===== src/rtl/bps_pkg.sv =====
// Shared constants, types and helpers for the bilinear pixel sampler.
`default_nettype none

package bps_pkg;

    // Fixed field widths of the transaction ports
    localparam int PIX_W     = 8;
    localparam int ROW_W     = 8;
    localparam int COL_W     = 8;
    localparam int CHAN_W    = 2;
    localparam int COORD_W   = 16;
    localparam int CFG_W     = 9;
    localparam int CFG_IDX_W = 1;

    // Default sizing of the pixel store and the coordinate format
    localparam int DEF_MAX_WIDTH     = 256;
    localparam int DEF_MAX_HEIGHT    = 256;
    localparam int DEF_MAX_CHANNELS  = 3;
    localparam int DEF_FRACTION_BITS = 8;

    // Image size held by the size registers after reset
    localparam int RESET_SIZE = 256;

    // Queue depths; the result queue also bounds samples in flight
    localparam int IN_QUEUE_DEPTH  = 4;
    localparam int OUT_QUEUE_DEPTH = 8;

    localparam logic [PIX_W-1:0] PIX_MAX = '1;

    // Configuration register indexes
    localparam logic [CFG_IDX_W-1:0] REG_IMAGE_WIDTH  = 1'b0;
    localparam logic [CFG_IDX_W-1:0] REG_IMAGE_HEIGHT = 1'b1;

    // Transaction kinds on the mode field
    localparam logic MODE_WRITE  = 1'b0;
    localparam logic MODE_SAMPLE = 1'b1;

    // Fill level flags of a queue
    typedef struct packed {
        logic full;
        logic empty;
    } q_status_t;

    // Pick one of four pixel values by a two-bit select
    function automatic logic [PIX_W-1:0] pick4(
        input logic [1:0]       sel,
        input logic [PIX_W-1:0] d0,
        input logic [PIX_W-1:0] d1,
        input logic [PIX_W-1:0] d2,
        input logic [PIX_W-1:0] d3
    );
        logic [PIX_W-1:0] res;
        case (sel)
            2'd0:    res = d0;
            2'd1:    res = d1;
            2'd2:    res = d2;
            default: res = d3;
        endcase
        return res;
    endfunction

endpackage

`default_nettype wire


===== src/rtl/bps_queue.sv =====
// Small first-in first-out queue of fixed-width entries.
`default_nettype none

module bps_queue
    import bps_pkg::*;
#(
    parameter int WIDTH = 8,
    parameter int DEPTH = 4
)
(
    input  wire logic             clk,
    input  wire logic             rst_n,
    input  wire logic             push,
    input  wire logic [WIDTH-1:0] push_data,
    input  wire logic             pop,
    output logic      [WIDTH-1:0] pop_data,
    output q_status_t             status
);

    localparam int PTR_W = (DEPTH > 1) ? $clog2(DEPTH) : 1;
    localparam int CNT_W = $clog2(DEPTH + 1);

    logic [WIDTH-1:0] store [DEPTH];
    logic [PTR_W-1:0] wr_ptr_reg, wr_ptr_next;
    logic [PTR_W-1:0] rd_ptr_reg, rd_ptr_next;
    logic [CNT_W-1:0] count_reg, count_next;

    // Advance pointers and fill count
    always_comb
    begin
        wr_ptr_next = wr_ptr_reg;
        rd_ptr_next = rd_ptr_reg;
        if (push)
        begin
            wr_ptr_next = (wr_ptr_reg == PTR_W'(DEPTH - 1)) ? '0 : wr_ptr_reg + PTR_W'(1);
        end
        if (pop)
        begin
            rd_ptr_next = (rd_ptr_reg == PTR_W'(DEPTH - 1)) ? '0 : rd_ptr_reg + PTR_W'(1);
        end
        count_next = count_reg + CNT_W'(push) - CNT_W'(pop);
    end

    always_ff @(posedge clk or negedge rst_n)
    begin
        if (!rst_n)
        begin
            wr_ptr_reg <= '0;
            rd_ptr_reg <= '0;
            count_reg  <= '0;
        end
        else
        begin
            wr_ptr_reg <= wr_ptr_next;
            rd_ptr_reg <= rd_ptr_next;
            count_reg  <= count_next;
        end
    end

    // Hold entry storage
    always_ff @(posedge clk)
    begin
        if (push)
        begin
            store[wr_ptr_reg] <= push_data;
        end
    end

    assign pop_data     = store[rd_ptr_reg];
    assign status.full  = (count_reg == CNT_W'(DEPTH));
    assign status.empty = (count_reg == '0);

endmodule

`default_nettype wire


===== config.mk =====
export PLATFORM = sky130hd
export DESIGN_NAME = bps_queue
export DESIGN_NICKNAME = d
export VERILOG_FILES = /design/src/rtl/bps_pkg.sv /design/src/rtl/bps_queue.sv
export SDC_FILE = /design/constraint.sdc
export NUM_CORES = 1
export LEC_CHECK = 0
export BUFFER_PORTS_ARGS = -buffer_cell sky130_fd_sc_hd__buf_4
export CAP_MARGIN = 20
export CORE_AREA = 2 2 59 61
export DETAILED_ROUTE_END_ITERATION = 16
export DIE_AREA = 0 0 61 63
export MAX_ROUTING_LAYER = met4
export PLACE_DENSITY = 0.74
export SETUP_SLACK_MARGIN = 0.15
export SYNTH_ARGS = -nofsm -noshare
export SYNTH_HDL_FRONTEND = slang
export SYNTH_SLANG_ARGS = --single-unit

===== constraint.sdc =====
create_clock -name clk -period 1.6 [get_ports clk]
set_input_delay 0.08 -clock clk [delete_from_list [all_inputs] [get_ports clk]]
set_output_delay 0.08 -clock clk [all_outputs]
set_load 0.03 [all_outputs]

==> impl_metrics.py <==
metrics = {
    "timing": {
        "hold_violations": 0,
        "setup_slack_ns": -0.03544,
        "period_needed_ns": 1.635,
        "fin_setup_tns_ns": -0.07013,
        "slew_headroom_pct": 83.58,
        "finalSetupViolCount": 7,
        "holdWs_ns": 0.1150,
        "skew_ns": 0.006733,
        "maxSlewViolCount": 0,
        "fin_crit_sh_pct": 102.2,
        "worstMarginPinSlew_ns": 0.2463,
        "max_freq_mhz": 611.5,
        "rsz0062_at_grt": "true",
    },
    "layout": {
        "fin_area_sq_mm": 0.002058,
        "fillers": 242,
        "area_growth_pct": 31.49,
        "drive_gt1_share_pct": 42.62,
        "n_antenna_cell": 0,
        "final_util_pct": 63.69,
        "largest_reg_flops": 32,
        "finalNetCount": 141,
    },
    "status": {
        "status": "complete, but fails checks",
        "violations": "negative setup slack",
    },
    "route": {
        "drt_iter0_drc": 19,
        "antenna_left": 0,
        "wl_mm": 2.605,
        "dr.pass1.iters": 2,
        "vias": 812,
        "drc": 0,
        "wl_per_cell_microns": 15.51,
        "viasPerCell": 4.833,
    },
    "pwr": {
        "total_power_w": 0.003549,
        "power.density_mw_per_mm2": 1724,
        "leakage_nw": 0.7847,
        "vdd_ir_drop_max_v": 0.0007019,
    },
    "place": {
        "dpl_cell_area_sq_mm": 0.001797,
        "globalplace.congestion": 0.6573,
        "detailed_place_hpwl_mm": 1.653,
        "io_buffers": 21,
    },
    "clocking": {
        "cts_tree": "done",
        "insertion_delay_ns": 0.33,
        "clkTransAtPathRegs_ns": 0.11,
        "cts_made_buffers": 5,
        "cts_buffer_depth": 2,
        "clock_sinks": 39,
        "cts_root_buffer": "clkbuf_4",
        "htree_levels": 2,
    },
    "synthesis": {
        "synth_nets": 98,
        "yosysMostFrequentCell": "edfxtp_1",
        "synth_top_area_share_pct": 61.39,
        "synth_cells": 78,
        "yosysSeqAreaShare_pct": 72.58,
        "yosys_warnings": 0,
        "synthTopCellsByCount": "edfxtp_1 (32), mux4_2 (8), dfrtp_1 (7), ha_1 (7), inv_1 (6)",
        "synth_cell_types": 17,
        "ys.flop_type": "edfxtp_1",
        "ys_seq_elements": 39,
        "synthTopCellsByArea": "edfxtp_1 (61%), mux4_2 (12%), dfrtp_1 (11%)",
        "synth_largest_area_cell": "edfxtp_1",
        "synth_async_sr_flop_share_pct": 17.95,
        "synth-edff-count": 32,
        "netlist_area_sq_mm": 0.001565,
        "avgSynthCellArea_sq_um": 20.07,
    },
    "floorplan": {
        "chipWidth_microns": 61,
        "chipHeight_microns": 63,
        "coreArea_sq_mm": 0.003232,
        "design.die.area_sq_mm": 0.003843,
        "std_cell_rows": 21,
        "io_pins": 22,
        "start_util_pct": 48.43,
    },
    "global_routing": {
        "grt_pass1_wl_mm": 4.105,
        "grt_pass1_vias": 869,
        "grt_start_max_net_pins": 13,
        "grt_overflow": 0,
        "antenna_found_initial": 0,
        "grt_usage_pct": 15.89,
    },
    "worst_setup_path": {
        "cp-end-kind": "flop",
        "rrSetupSlack_ns": -0.04,
        "cp-start-kind": "flop",
        "reg2reg_to": "count_reg[2]$_DFF_PN0_",
        "critPathRequiredTime_ns": 1.86,
        "rr_worst_depth": 7,
        "r2r_start": "count_reg[0]$_DFF_PN0_",
        "cp_max_fo": 2,
        "criticalPathCategory": "flop to flop",
        "arrival_ns": 1.89,
    },
    "hold_path": {
        "hp-class": "primary input to asynchronous set/reset pin",
    },
    "job": {
        "max-cap-violations": 0,
    },
}
## through the flow
step | cells | setup slack, ns
2_1_floorplan | 78 | 0.06764
3_3_place_gp | 147 | 0.06076
3_5_place_dp | 147 | -0.003983
4_1_cts | 166 | -0.03515
5_1_grt | 168 | -0.09774
6_report | 168 | -0.03544
## metal layers
layer	GRT usage, %	wire, microns	part of all wire [%]
met1	17.66	996	38
met2	25.54	1500	58
met3	6.211	94	3.6
met4	5.707	14	0.54
met5	-	0	0
## worst max path at each step
stage	from	slack (ns)	cells after the start	to
finish	count_reg[0]$_DFF_PN0_	-0.04	7	count_reg[2]$_DFF_PN0_
global route	count_reg[0]$_DFF_PN0_	-0.1	7	count_reg[2]$_DFF_PN0_
CTS	rd_ptr_reg[0]$_DFFE_PN0P_	-0.04	3	pop_data[0]
detailed placement	count_reg[0]$_DFF_PN0_	-0.004	7	count_reg[2]$_DFF_PN0_
global placement	count_reg[0]$_DFF_PN0_	0.06	7	count_reg[2]$_DFF_PN0_
floorplan	count_reg[0]$_DFF_PN0_	0.07	7	count_reg[2]$_DFF_PN0_
## critical path: stages (launching register included)
cell and delay [ns]:
dfrtp_1 0.37, inv_2 0.06, ha_4 0.26, inv_2 0.04, ha_4 0.15, fa_2 0.37
xnor2_2 0.18, xnor2_1 0.14
## cell usage in the layout, fill, tap and decap left out, drive strengths merged, types with 2 or more instances in the layout
master,count
mux4,8
inv,6
dlygate4sd3,12
buf,26
dfrtp,7
ha,7
mux2,2
and2,4
o21ai,2
xnor2,2
clkbuf,7
edfxtp,32
## cell type report
type | instances | area, sq um | area share [%]
Clock buffer | 7 | 55.05 | 2.675
Clock inverter | 1 | 5.005 | 0.2432
Inverter | 6 | 22.52 | 1.094
Multi-Input combinational cell | 31 | 427.9 | 20.79
Sequential cell | 39 | 1137 | 55.26
Tap cell | 46 | 57.56 | 2.796
Timing Repair Buffer | 38 | 352.8 | 17.14
## repair_timing
item	in CTS	in global routing
hold buffers	10	2
buffers inserted	1	0
endpoints found under the hold margin	40	1
gates resized for setup	13	6
pin swaps	0	4
setup endpoints to repair	10	20
cloned	0	0
## power by group
part           internal (W)  total [W]  switching, W
combinational      0.000787    0.00156      0.000775
clock              0.000213   0.000510      0.000297
sequential          0.00134    0.00148      0.000139
total               0.00234    0.00355       0.00121
## cell families after synthesis
group | Yosys count | share of synthesized area, %
DFF | 39 | 72.58
muxes | 10 | 12.95
and+or+nand+nor | 9 | 3.357
buffers and inverters | 8 | 2.478
adders and majority gates | 8 | 6.874
AOI/OAI and AO/OA | 2 | 0.6395
xor gates and xnor gates | 2 | 1.119
Note: power is estimated with default switching activity, not from simulation.
