==> src/rtl/bps_pkg.sv <==
// Shared constants, types and helpers for the bilinear pixel sampler.
`default_nettype none

package bps_pkg;

    // Fixed field widths of the transaction ports
    localparam int PIX_W     = 8;
    localparam int ROW_W     = 8;
    localparam int COL_W     = 8;
    localparam int CHAN_W    = 2;
    localparam int COORD_W   = 16;
    localparam int CFG_W     = 9;
    localparam int CFG_IDX_W = 1;

    // Default sizing of the pixel store and the coordinate format
    localparam int DEF_MAX_WIDTH     = 256;
    localparam int DEF_MAX_HEIGHT    = 256;
    localparam int DEF_MAX_CHANNELS  = 3;
    localparam int DEF_FRACTION_BITS = 8;

    // Image size held by the size registers after reset
    localparam int RESET_SIZE = 256;

    // Queue depths; the result queue also bounds samples in flight
    localparam int IN_QUEUE_DEPTH  = 4;
    localparam int OUT_QUEUE_DEPTH = 8;

    localparam logic [PIX_W-1:0] PIX_MAX = '1;

    // Configuration register indexes
    localparam logic [CFG_IDX_W-1:0] REG_IMAGE_WIDTH  = 1'b0;
    localparam logic [CFG_IDX_W-1:0] REG_IMAGE_HEIGHT = 1'b1;

    // Transaction kinds on the mode field
    localparam logic MODE_WRITE  = 1'b0;
    localparam logic MODE_SAMPLE = 1'b1;

    // Fill level flags of a queue
    typedef struct packed {
        logic full;
        logic empty;
    } q_status_t;

    // Pick one of four pixel values by a two-bit select
    function automatic logic [PIX_W-1:0] pick4(
        input logic [1:0]       sel,
        input logic [PIX_W-1:0] d0,
        input logic [PIX_W-1:0] d1,
        input logic [PIX_W-1:0] d2,
        input logic [PIX_W-1:0] d3
    );
        logic [PIX_W-1:0] res;
        case (sel)
            2'd0:    res = d0;
            2'd1:    res = d1;
            2'd2:    res = d2;
            default: res = d3;
        endcase
        return res;
    endfunction

endpackage

`default_nettype wire

==> src/rtl/bps_front.sv <==
// Front end: size registers, transaction classification and coordinate split.
`default_nettype none

module bps_front
    import bps_pkg::*;
#(
    parameter int MAX_WIDTH     = DEF_MAX_WIDTH,
    parameter int MAX_HEIGHT    = DEF_MAX_HEIGHT,
    parameter int MAX_CHANNELS  = DEF_MAX_CHANNELS,
    parameter int FRACTION_BITS = DEF_FRACTION_BITS,
    parameter int ENTRY_W       = 64
)
(
    input  wire logic                 clk,
    input  wire logic                 rst_n,
    input  wire logic                 cfg_write_en,
    input  wire logic [CFG_IDX_W-1:0] cfg_index,
    input  wire logic [CFG_W-1:0]     cfg_data,
    input  wire logic                 in_valid,
    input  wire logic                 mode,
    input  wire logic [ROW_W-1:0]     pixel_row,
    input  wire logic [COL_W-1:0]     pixel_column,
    input  wire logic [CHAN_W-1:0]    channel,
    input  wire logic [PIX_W-1:0]     pixel_value,
    input  wire logic [COORD_W-1:0]   sample_x,
    input  wire logic [COORD_W-1:0]   sample_y,
    input  q_status_t                 q_stat,
    output logic                      push,
    output logic      [ENTRY_W-1:0]   entry
);

    localparam int X_BITS  = $clog2(MAX_WIDTH);
    localparam int Y_BITS  = $clog2(MAX_HEIGHT);
    localparam int CHAN_AW = (MAX_CHANNELS > 1) ? $clog2(MAX_CHANNELS) : 1;
    localparam int IP_BITS = COORD_W - FRACTION_BITS;
    localparam int CXW     = (IP_BITS > X_BITS) ? IP_BITS : X_BITS;
    localparam int CYW     = (IP_BITS > Y_BITS) ? IP_BITS : Y_BITS;
    localparam int SZXW    = (CFG_W > X_BITS + 1) ? CFG_W : X_BITS + 1;
    localparam int SZYW    = (CFG_W > Y_BITS + 1) ? CFG_W : Y_BITS + 1;
    localparam int RCW     = (ROW_W > $clog2(MAX_HEIGHT + 1)) ? ROW_W : $clog2(MAX_HEIGHT + 1);
    localparam int CCW     = (COL_W > $clog2(MAX_WIDTH + 1)) ? COL_W : $clog2(MAX_WIDTH + 1);
    localparam int CHW     = (CHAN_W > $clog2(MAX_CHANNELS + 1)) ?
                             CHAN_W : $clog2(MAX_CHANNELS + 1);
    localparam int RST_LAST_X = ((MAX_WIDTH < RESET_SIZE) ? MAX_WIDTH : RESET_SIZE) - 1;
    localparam int RST_LAST_Y = ((MAX_HEIGHT < RESET_SIZE) ? MAX_HEIGHT : RESET_SIZE) - 1;

    typedef struct packed {
        logic                     is_write;
        logic                     zero;
        logic [CHAN_AW-1:0]       chan;
        logic [X_BITS-1:0]        x0;
        logic [X_BITS-1:0]        x1;
        logic [Y_BITS-1:0]        y0;
        logic [Y_BITS-1:0]        y1;
        logic [FRACTION_BITS-1:0] fx;
        logic [FRACTION_BITS-1:0] fy;
        logic [PIX_W-1:0]         value;
    } entry_t;

    // Last valid column and row index, kept instead of the raw sizes
    logic [X_BITS-1:0] last_x_reg, last_x_next;
    logic [Y_BITS-1:0] last_y_reg, last_y_next;

    logic [SZXW-1:0]          cfg_wx;
    logic [SZYW-1:0]          cfg_hy;
    logic [X_BITS-1:0]        cfg_last_x;
    logic [Y_BITS-1:0]        cfg_last_y;

    logic [CXW-1:0]           ipx_c, lastx_c;
    logic [CYW-1:0]           ipy_c, lasty_c;
    logic [X_BITS-1:0]        x0, x1;
    logic [Y_BITS-1:0]        y0, y1;
    logic [FRACTION_BITS-1:0] fx, fy;

    logic                     row_ok, col_ok, chan_ok, keep;
    entry_t                   entry_s;

    // Turn a written size into a last index: zero acts as one, large values saturate
    always_comb
    begin
        cfg_wx = SZXW'(cfg_data);
        cfg_hy = SZYW'(cfg_data);
        if (cfg_data == '0)
        begin
            cfg_last_x = '0;
        end
        else if (cfg_wx > SZXW'(MAX_WIDTH))
        begin
            cfg_last_x = X_BITS'(MAX_WIDTH - 1);
        end
        else
        begin
            cfg_last_x = X_BITS'(cfg_wx - SZXW'(1));
        end
        if (cfg_data == '0)
        begin
            cfg_last_y = '0;
        end
        else if (cfg_hy > SZYW'(MAX_HEIGHT))
        begin
            cfg_last_y = Y_BITS'(MAX_HEIGHT - 1);
        end
        else
        begin
            cfg_last_y = Y_BITS'(cfg_hy - SZYW'(1));
        end
    end

    // Update size registers on a configuration write
    always_comb
    begin
        last_x_next = last_x_reg;
        last_y_next = last_y_reg;
        if (cfg_write_en)
        begin
            case (cfg_index)
                REG_IMAGE_WIDTH:  last_x_next = cfg_last_x;
                REG_IMAGE_HEIGHT: last_y_next = cfg_last_y;
                default:          last_x_next = last_x_reg;
            endcase
        end
    end

    always_ff @(posedge clk or negedge rst_n)
    begin
        if (!rst_n)
        begin
            last_x_reg <= X_BITS'(RST_LAST_X);
            last_y_reg <= Y_BITS'(RST_LAST_Y);
        end
        else
        begin
            last_x_reg <= last_x_next;
            last_y_reg <= last_y_next;
        end
    end

    // Split column coordinate: saturate past the edge, clamp the right neighbor
    always_comb
    begin
        ipx_c   = CXW'(sample_x[COORD_W-1:FRACTION_BITS]);
        lastx_c = CXW'(last_x_reg);
        if (ipx_c >= lastx_c)
        begin
            x0 = last_x_reg;
            x1 = last_x_reg;
            fx = (ipx_c > lastx_c) ? '0 : sample_x[FRACTION_BITS-1:0];
        end
        else
        begin
            x0 = ipx_c[X_BITS-1:0];
            x1 = ipx_c[X_BITS-1:0] + X_BITS'(1);
            fx = sample_x[FRACTION_BITS-1:0];
        end
    end

    // Split row coordinate the same way
    always_comb
    begin
        ipy_c   = CYW'(sample_y[COORD_W-1:FRACTION_BITS]);
        lasty_c = CYW'(last_y_reg);
        if (ipy_c >= lasty_c)
        begin
            y0 = last_y_reg;
            y1 = last_y_reg;
            fy = (ipy_c > lasty_c) ? '0 : sample_y[FRACTION_BITS-1:0];
        end
        else
        begin
            y0 = ipy_c[Y_BITS-1:0];
            y1 = ipy_c[Y_BITS-1:0] + Y_BITS'(1);
            fy = sample_y[FRACTION_BITS-1:0];
        end
    end

    // Classify the transaction and build the queue entry
    always_comb
    begin
        row_ok  = (RCW'(pixel_row) < RCW'(MAX_HEIGHT));
        col_ok  = (CCW'(pixel_column) < CCW'(MAX_WIDTH));
        chan_ok = (CHW'(channel) < CHW'(MAX_CHANNELS));

        entry_s.chan = CHAN_AW'(channel);
        if (mode == MODE_WRITE)
        begin
            entry_s.is_write = 1'b1;
            entry_s.zero     = 1'b0;
            entry_s.x0       = X_BITS'(pixel_column);
            entry_s.x1       = X_BITS'(pixel_column);
            entry_s.y0       = Y_BITS'(pixel_row);
            entry_s.y1       = Y_BITS'(pixel_row);
            entry_s.fx       = '0;
            entry_s.fy       = '0;
            entry_s.value    = pixel_value;
            keep             = row_ok && col_ok && chan_ok;
        end
        else
        begin
            entry_s.is_write = 1'b0;
            entry_s.zero     = !chan_ok;
            entry_s.x0       = x0;
            entry_s.x1       = x1;
            entry_s.y0       = y0;
            entry_s.y1       = y1;
            entry_s.fx       = fx;
            entry_s.fy       = fy;
            entry_s.value    = '0;
            keep             = 1'b1;
        end
    end

    // Drop writes outside the store, queue everything else
    assign push  = in_valid && !q_stat.full && keep;
    assign entry = entry_s;

endmodule

`default_nettype wire

==> config.mk <==
export PLATFORM = sky130hd
export DESIGN_NAME = bps_front
export DESIGN_NICKNAME = d
export VERILOG_FILES = /design/src/rtl/bps_pkg.sv /design/src/rtl/bps_front.sv
export SDC_FILE = /design/constraint.sdc
export NUM_CORES = 1
export LEC_CHECK = 0
export BUFFER_PORTS_ARGS = -buffer_cell sky130_fd_sc_hd__buf_2
export CAP_MARGIN = 30
export CORE_ASPECT_RATIO = 2
export CORE_MARGIN = 1
export CORE_UTILIZATION = 31
export DETAILED_ROUTE_END_ITERATION = 6
export RECOVER_POWER = 100
export REMOVE_ABC_BUFFERS = 1
export SYNTH_ARGS = -nofsm -noshare
export SYNTH_HDL_FRONTEND = slang
export SYNTH_SLANG_ARGS = --single-unit
==> constraint.sdc <==
create_clock -name clk -period 2.3 [get_ports clk]
set_input_delay 0.115 -clock clk [delete_from_list [all_inputs] [get_ports clk]]
set_output_delay 0.115 -clock clk [all_outputs]
set_load 0.05 [all_outputs]
==> out/metrics.yaml, run 1 <==
status: "complete, but fails checks"
violations: "setup timing"
critical-path-max-stage-delay_ns: 0.53
cts_buffer_depth: 2
tightestPinTransition_ns: 0.823
initial_utilization_pct: 32.1
antenna_cells_inserted: 0
setup_ws_ns: -0.207
grt_pass1_vias: 3001
drtPass1Iterations: 4
drc_errors: 0
portBuffers: 134
critPathKind: "reg2out"
drv_cap: 0
top_usage_layer: "met2"
fillers: 746
crit_chain: "inv_2 > ha_4 > nor2b_4 > o211ai_1 > a31o_2 > buf_6 > nand3_2 > a31oi_1 > buf_4"
powerDensity_nw_per_um2: 586
setup_viol: 48
syn_to_final_growth_pct: 79.7
vdd_drop_max_mv: 0.433
die_x_um: 65.0
cp_data_required_time_ns: 2.18
htree_levels: 1
fin_skew_ns: 0
use_met3_pct: 1.96
power_leakage_uw: 0.00190
finalCritPeriodShare_pct: 109
final_cell_area_um2: 4420
drt_iter0_drc: 103
clockRootBuffer: "clkbuf_16"
ys_seq_area_share_pct: 17.1
end_kind: "output pin"
clkLatencyLatePin_ns: 0.24
track_usage_pct: 20.5
fmax_mhz: 399
gp_congestion: 0.966
power.total_uw: 2590
synth_seq_cells: 16
min_period_ns: 2.51
drive_gt1_share_pct: 55.0
cts_hold_buf: 0
async_flop_share_pct: 100
layout.nets: 614
relSlewSlack_pct: 45.1
drtAntennaViolNets: 0
start_kind: "flip-flop"
die_h_um: 128
ys_warn_count: 0
synthFlopType: "dfstp_2"
gr-usage-met2_pct: 38.1
std_cell_rows: 45
cp_max_fo: 6
syn_inst: 364
drv_slew: 0
hold_class: "in2reg"
rsz0062_at_grt: "yes"
hpwl_um: 6560
clkTransAtPathRegs_ns: 0.05
grt_overflow: 0
syn_area_per_cell_um2: 6.75
grt_max_degree: 54
syn_area_um2: 2460
cpMaxStageDelayCell: "dfstp_2"
core_um2: 7660
multiInputGateArea_um2: 2420
synth_enable_flop_cells: 0
vias: 3336
cts_sinks: 16
grt_pass1_wl_um: 13700
place_area_um2: 3300
ff_latch_area_um2: 420
viasPerCell: 5.45
wl_per_cell_um: 16.0
cp.arrival_ns: 2.39
grt.met1_usage_pct: 22.6
wirelength_um: 9780
synth_cell_types: 45
numCtsBuffers: 3
whs_ns: 0.276
dieArea_um2: 8310
hold_viol: 0
cts_tree: "yes"
antenna_found_initial: 0
pin_count: 140
## final cells by class
type / instances / share of cell area, %
well taps: 94 / 2.66
inverters: 23 / 1.95
clock buffers: 4 / 2.01
flip-flops and latches: 16 / 9.52
multi-input cells: 299 / 54.8
repair buffers: 176 / 29.1
## per-stage QoR
step | TNS [ns] | std cells | utilization [%] | worst slack (ns)
2_1_floorplan | -10.48 | 336 | - | -0.442
3_3_place_gp | 0 | 589 | 43.1 | 0.00224
3_5_place_dp | -0.0393 | 589 | 43.1 | -0.0393
4_1_cts | -2.58 | 595 | 49.5 | -0.124
5_1_grt | -10.24 | 612 | 57.7 | -0.325
6_report | -6.55 | 612 | 57.7 | -0.207
## critical path, delay by kind of cell (launching register included)
family	cells	cell delay, ns
buffers and inverters	3	0.43
AND/OR/NAND/NOR	2	0.19
AO/OA/AOI/OAI	3	0.78
flip-flops	1	0.53
adder cells (fa/ha/maj)	1	0.21
## path summary, 6_finish.rpt
kind / startpoint / endpoint / slack [ns] / cells past startpoint
max in group asynchronous: rst_n / last_y_reg[7] / 1.92 / 1
min in group asynchronous: rst_n / last_y_reg[2] / 0.35 / 1
hold / removal: cfg_data[7] / last_y_reg[7] / 0.28 / 3
setup reg to reg: last_x_reg[5] / last_x_reg[5] / 1.42 / 3
setup / recovery: last_x_reg[1] / entry[40] / -0.21 / 9
hold reg to reg: last_y_reg[2] / last_y_reg[2] / 0.49 / 2
## cells in the mapped netlist, types with 3 or more instances
| cell | count | area share, % |
|---|---|---|
| nor2_1 | 42 | 6.4 |
| a21oi_1 | 39 | 7.9 |
| nand2_1 | 38 | 5.8 |
| o21ai_0 | 32 | 6.5 |
| a31oi_1 | 25 | 6.4 |
| inv_1 | 22 | 3.4 |
| clkbuf_1 | 20 | 3.1 |
| ha_1 | 20 | 10 |
| dfstp_2 | 16 | 17 |
| xnor2_1 | 13 | 4.6 |
| nor2b_1 | 11 | 2.8 |
| nand3_1 | 9 | 1.8 |
| o31ai_1 | 9 | 2.7 |
| o2bb2ai_1 | 8 | 2.8 |
| buf_4 | 6 | 1.8 |
| nand4_1 | 6 | 1.5 |
| a31o_2 | 4 | 1.4 |
| buf_2 | 4 | 0.81 |
| and3_1 | 3 | 0.76 |
| nor3_1 | 3 | 0.61 |
## power breakdown
part	total, uW	switching [uW]	leakage [uW]	internal, uW
Combinational	1840	1140	0.00168	701
Sequential	385	33.1	0.000168	352
Clock	367	104	0.0000442	264
Total	2590	1280	0.00190	1320
## cell families (layout without fill, tap and decap cells)
family / Yosys count / in the layout / synth area share [%]
compound gates: 137 / 139 / 34.7
simple gates: 118 / 118 / 21.9
buf+inv: 54 / 203 / 9.36
fa+ha+maj: 21 / 21 / 10.6
flops: 16 / 16 / 17.1
xor+xnor: 15 / 15 / 5.34
mux: 2 / 2 / 0.916
other cells: 1 / 4 / 0.153
## layout by cell type, fill, tap and decap left out, types with 5 or more instances in the layout
cell type and count:
nand2_1 38, inv_1 16, nand3_1 8, dfstp_2 16
ha_4 9, xnor2_1 13, nand4_1 6, o21ai_0 12
nor2b_1 9, o21ai_2 14, inv_2 6, buf_8 11
a21oi_2 14, ha_1 11, buf_6 27, nor2_1 26
nor2_4 16, a31oi_4 5, a21oi_1 24, buf_2 84
o31ai_1 5, o21ai_1 9, a31oi_1 20, buf_4 51
## metal layers
metal | part of all wire [%] | vias up | routed length [um]
met1 | 37 | 1571 | 3590
li1 | - | 1613 | -
met3 | 4.5 | 30 | 440
met4 | 3.8 | 0 | 369
met2 | 55 | 122 | 5380
met5 | 0 | - | 0
## repair_timing
| item | 4_1_cts | 5_1_grt |
|---|---|---|
| endpoints found under the setup margin | 48 | 48 |
| gates resized for setup | 115 | 113 |
| cloned | 1 | 3 |
| setup buffers | 1 | 14 |
| hold endpoints to repair | 0 | 0 |
| pin swaps | 41 | 52 |
No activity file was read; power rests on OpenSTA's default activity.
==> inputs of run 2 (changes only) <==
ABC_AREA = 1   (was default)
CTS_CLUSTER_SIZE = 8   (was default)
==> run 2 against run 1 <==
The flow still finishes with violations (setup timing). Count of clock-buffer cells in the layout did not move. Cell count increased by 21%. Sequential cell count unchanged. Combinational power hardly changed. Cell area increased by 2.8%. Hold slack lost 0.11 ns. Global-route usage is 1.3 points lower. Largest cell class unchanged. Wire length is 4.9% lower. Power is 0.67% higher. Synthesized area rose by 12%.
==> out/metrics.yaml, run 2 <==
grt_overflow: 0  # unchanged
cp.arrival_ns: 2.19  # -0.20 ns
rsz0062_at_grt: "yes"
drv_cap: 0  # unchanged
core_um2: 8590  # +12%
ys_seq_area_share_pct: 15.3  # -1.8 points
clockRootBuffer: "clkbuf_16"
synth_cell_types: 32  # -29%
vdd_drop_max_mv: 0.378  # -13%
std_cell_rows: 48  # +6.7%
finalCritPeriodShare_pct: 100  # -8.9 points
synth_enable_flop_cells: 0  # unchanged
synthFlopType: "dfstp_2"
final_common_cell: "nand2_1"
synth_top_cell_area_share_pct: 28.2  # +11 points
drv_slew: 0  # unchanged
end_kind: "output pin"
syn_area_per_cell_um2: 5.74  # -15%
min_from: "cfg_index"
drtPass1Iterations: 4  # unchanged
setup_ws_ns: -0.00202  # +0.205 ns
fin_skew_ns: 0  # unchanged
final_cell_mix: "194 x nand2_1, 82 x buf_2, 62 x inv_1, 55 x buf_6, 31 x nand4_1"
drt_iter0_drc: 118  # +15%
violations: "setup timing"
vias: 3586  # +7.5%
grt_max_degree: 44  # -19%
die_x_um: 68.5  # +5.4%
fmax_mhz: 434  # +8.9%
drive_gt1_share_pct: 41.7  # -13 points
worstHoldEndpoint: "last_x_reg[1]"
synthMostInstantiatedCell: "nand2_1"
dp_slack_ns: 0.0839  # +0.123 ns
pin_count: 140  # unchanged
drc_errors: 0  # unchanged
gp_congestion: 0.833  # -14%
critical-path-max-stage-delay_ns: 0.53  # about the same
status: "complete, but fails checks"
htree_levels: 1  # unchanged
critPathKind: "reg2out"
track_usage_pct: 19.3  # -1.3 points
relSlewSlack_pct: 45.9  # +0.81 points
clkTransAtPathRegs_ns: 0.05  # about the same
tightestPinTransition_ns: 0.811  # -0.0122 ns
final_util_pct: 52.9  # -4.8 points
r2r-end: "last_y_reg[4]"
grt_pass1_wl_um: 13900  # +1.2%
yosys.area.top_type: "nand2_1"
hold_viol: 0  # unchanged
finalSetupTns_ns: -0.00202  # +6.55 ns
ys_warn_count: 0  # unchanged
die_h_um: 135  # +5.5%
whs_path_depth: 4  # +1
cts_tree: "yes"
cpMaxStageDelayCell: "dfstp_2"
power_leakage_uw: 0.00260  # +37%
synthTopCellsByCount: "206 x nand2_1, 69 x inv_1, 37 x nor2_1"
cp_max_fo: 7  # +1
hold_class: "in2reg"
netlist_top_cells_area: "nand2_1 28%, dfstp_2 15%, inv_1 9.4%"
cts_buffer_depth: 2  # unchanged
synth_seq_cells: 16  # unchanged
numCtsBuffers: 3  # unchanged
wl_per_cell_um: 12.5  # -22%
cts_hold_buf: 0  # unchanged
reg2reg_depth: 3  # unchanged
syn_inst: 478  # +31%
grt_pass1_vias: 3258  # +8.6%
dieArea_um2: 9250  # +11%
initial_utilization_pct: 31.9  # -0.19 points
cts_sinks: 16  # unchanged
rrSetupSlack_ns: 1.44  # +0.02 ns
viasPerCell: 4.83  # -11%
portBuffers: 134  # unchanged
min_period_ns: 2.30  # -0.205 ns
clkLatencyLatePin_ns: 0.24  # about the same
async_flop_share_pct: 100  # unchanged
cp_data_required_time_ns: 2.18  # about the same
syn_to_final_growth_pct: 65.7
powerDensity_nw_per_um2: 574  # -2.1%
syn_area_um2: 2740  # +12%
start_kind: "flip-flop"
final_cell_area_um2: 4540  # +2.8%
place_area_um2: 3480  # +5.3%
antenna_cells_inserted: 0  # unchanged
crit_chain: "inv_1 > ha_1 > nand2_1 > nor2_4 > nand4_4 > buf_6 > nand4_1 > nand2_1 > nand2_1 > nand2_1 > buf_6"
setup_viol: 1  # -98%
antenna_found_initial: 0  # unchanged
drtAntennaViolNets: 0  # unchanged
r2r-start: "last_y_reg[4]"
layout.nets: 738  # +20%
crit_top_cell: "nand2_1"
hpwl_um: 6690  # +2.1%
wirelength_um: 9300  # -4.9%
run 2: cell count changes after synthesis, moves of 8 or more:
cell / before / now
nand4_1: 6 / 30
o21ai_0: 32 / 3
o31ai_1: 9 / 1
nand2_2: 0 / 18
nand2_1: 38 / 206
clkbuf_1: 20 / 4
xnor2_1: 13 / 1
a31oi_1: 25 / 0
a21oi_1: 39 / 2
inv_1: 22 / 69
o2bb2ai_1: 8 / 0
nor2b_1: 11 / 0
run 2: kinds of logic (layout without fill, tap and decap cells):
| logic type | Yosys count | in the layout | synth area share, % |
|---|---|---|---|
| flops | 16 | 16 | 15.3 |
| xor+xnor | 9 | 9 | 2.88 |
| other cells | 1 | 4 | 0.137 |
| compound gates | 18 | 18 | 3.83 |
| fa+ha+maj | 20 | 20 | 9.13 |
| simple gates | 322 | 328 | 53.8 |
| buf+inv | 92 | 247 | 14.9 |
run 2: routing by layer:
layer  up-vias  global-route usage, %  share of wire (%)
met5         -                      0                  0
met4         0                   9.03                3.0
met3        27                   1.27                6.1
met2       156                   37.6                 56
met1      1590                   19.1                 35
li1       1813                      -                  -
run 2: worst max-delay path, delay by kind of cell, from the launching register on:
family,cells,cell delay (ns)
fa+ha+maj,1,0.29
flops,1,0.53
simple gates,7,0.70
buf+inv,3,0.40
run 2: repair_timing:
item,in CTS,in global routing
resized for setup,85,103
cloned,8,0
pin swaps,12,51
endpoints found under the setup margin,48,48
buffers inserted,17,9
run 2: how the worst max path moves through the flow:
stage	slack, ns	to	start
floorplan	-0.09	entry[16]	last_x_reg[7]
global placement	0.12	entry[40]	last_x_reg[3]
detailed placement	0.08	entry[8]	last_y_reg[7]
CTS	-0.007	entry[24]	last_y_reg[7]
global route	-0.12	entry[34]	last_y_reg[5]
finish	-0.002	entry[25]	last_y_reg[5]
run 2: through the flow:
stage / total power [uW] / std cells / hold WS, ns
4_1_cts: 2360 / 733 / 0.0586
6_report: 2610 / 742 / 0.171
5_1_grt: 2780 / 742 / 0.211
3_3_place_gp: 1730 / 704 / 0.307
2_1_floorplan: 1390 / 461 / -0.0328
3_5_place_dp: 1750 / 704 / 0.319
run 2: layout make-up:
| class | instances | area [um^2] |
|---|---|---|
| clock buffer | 4 | 88.8 |
| tap | 100 | 125 |
| sequential | 16 | 420 |
| inverter | 72 | 270 |
| fill | 836 | 4050 |
| multi-input combinational | 379 | 2310 |
| timing repair buffer | 171 | 1330 |
run 2: power by group:
group | switching, uW | internal, uW
logic | 1150 | 706
registers | 34.2 | 351
clock network | 106 | 264
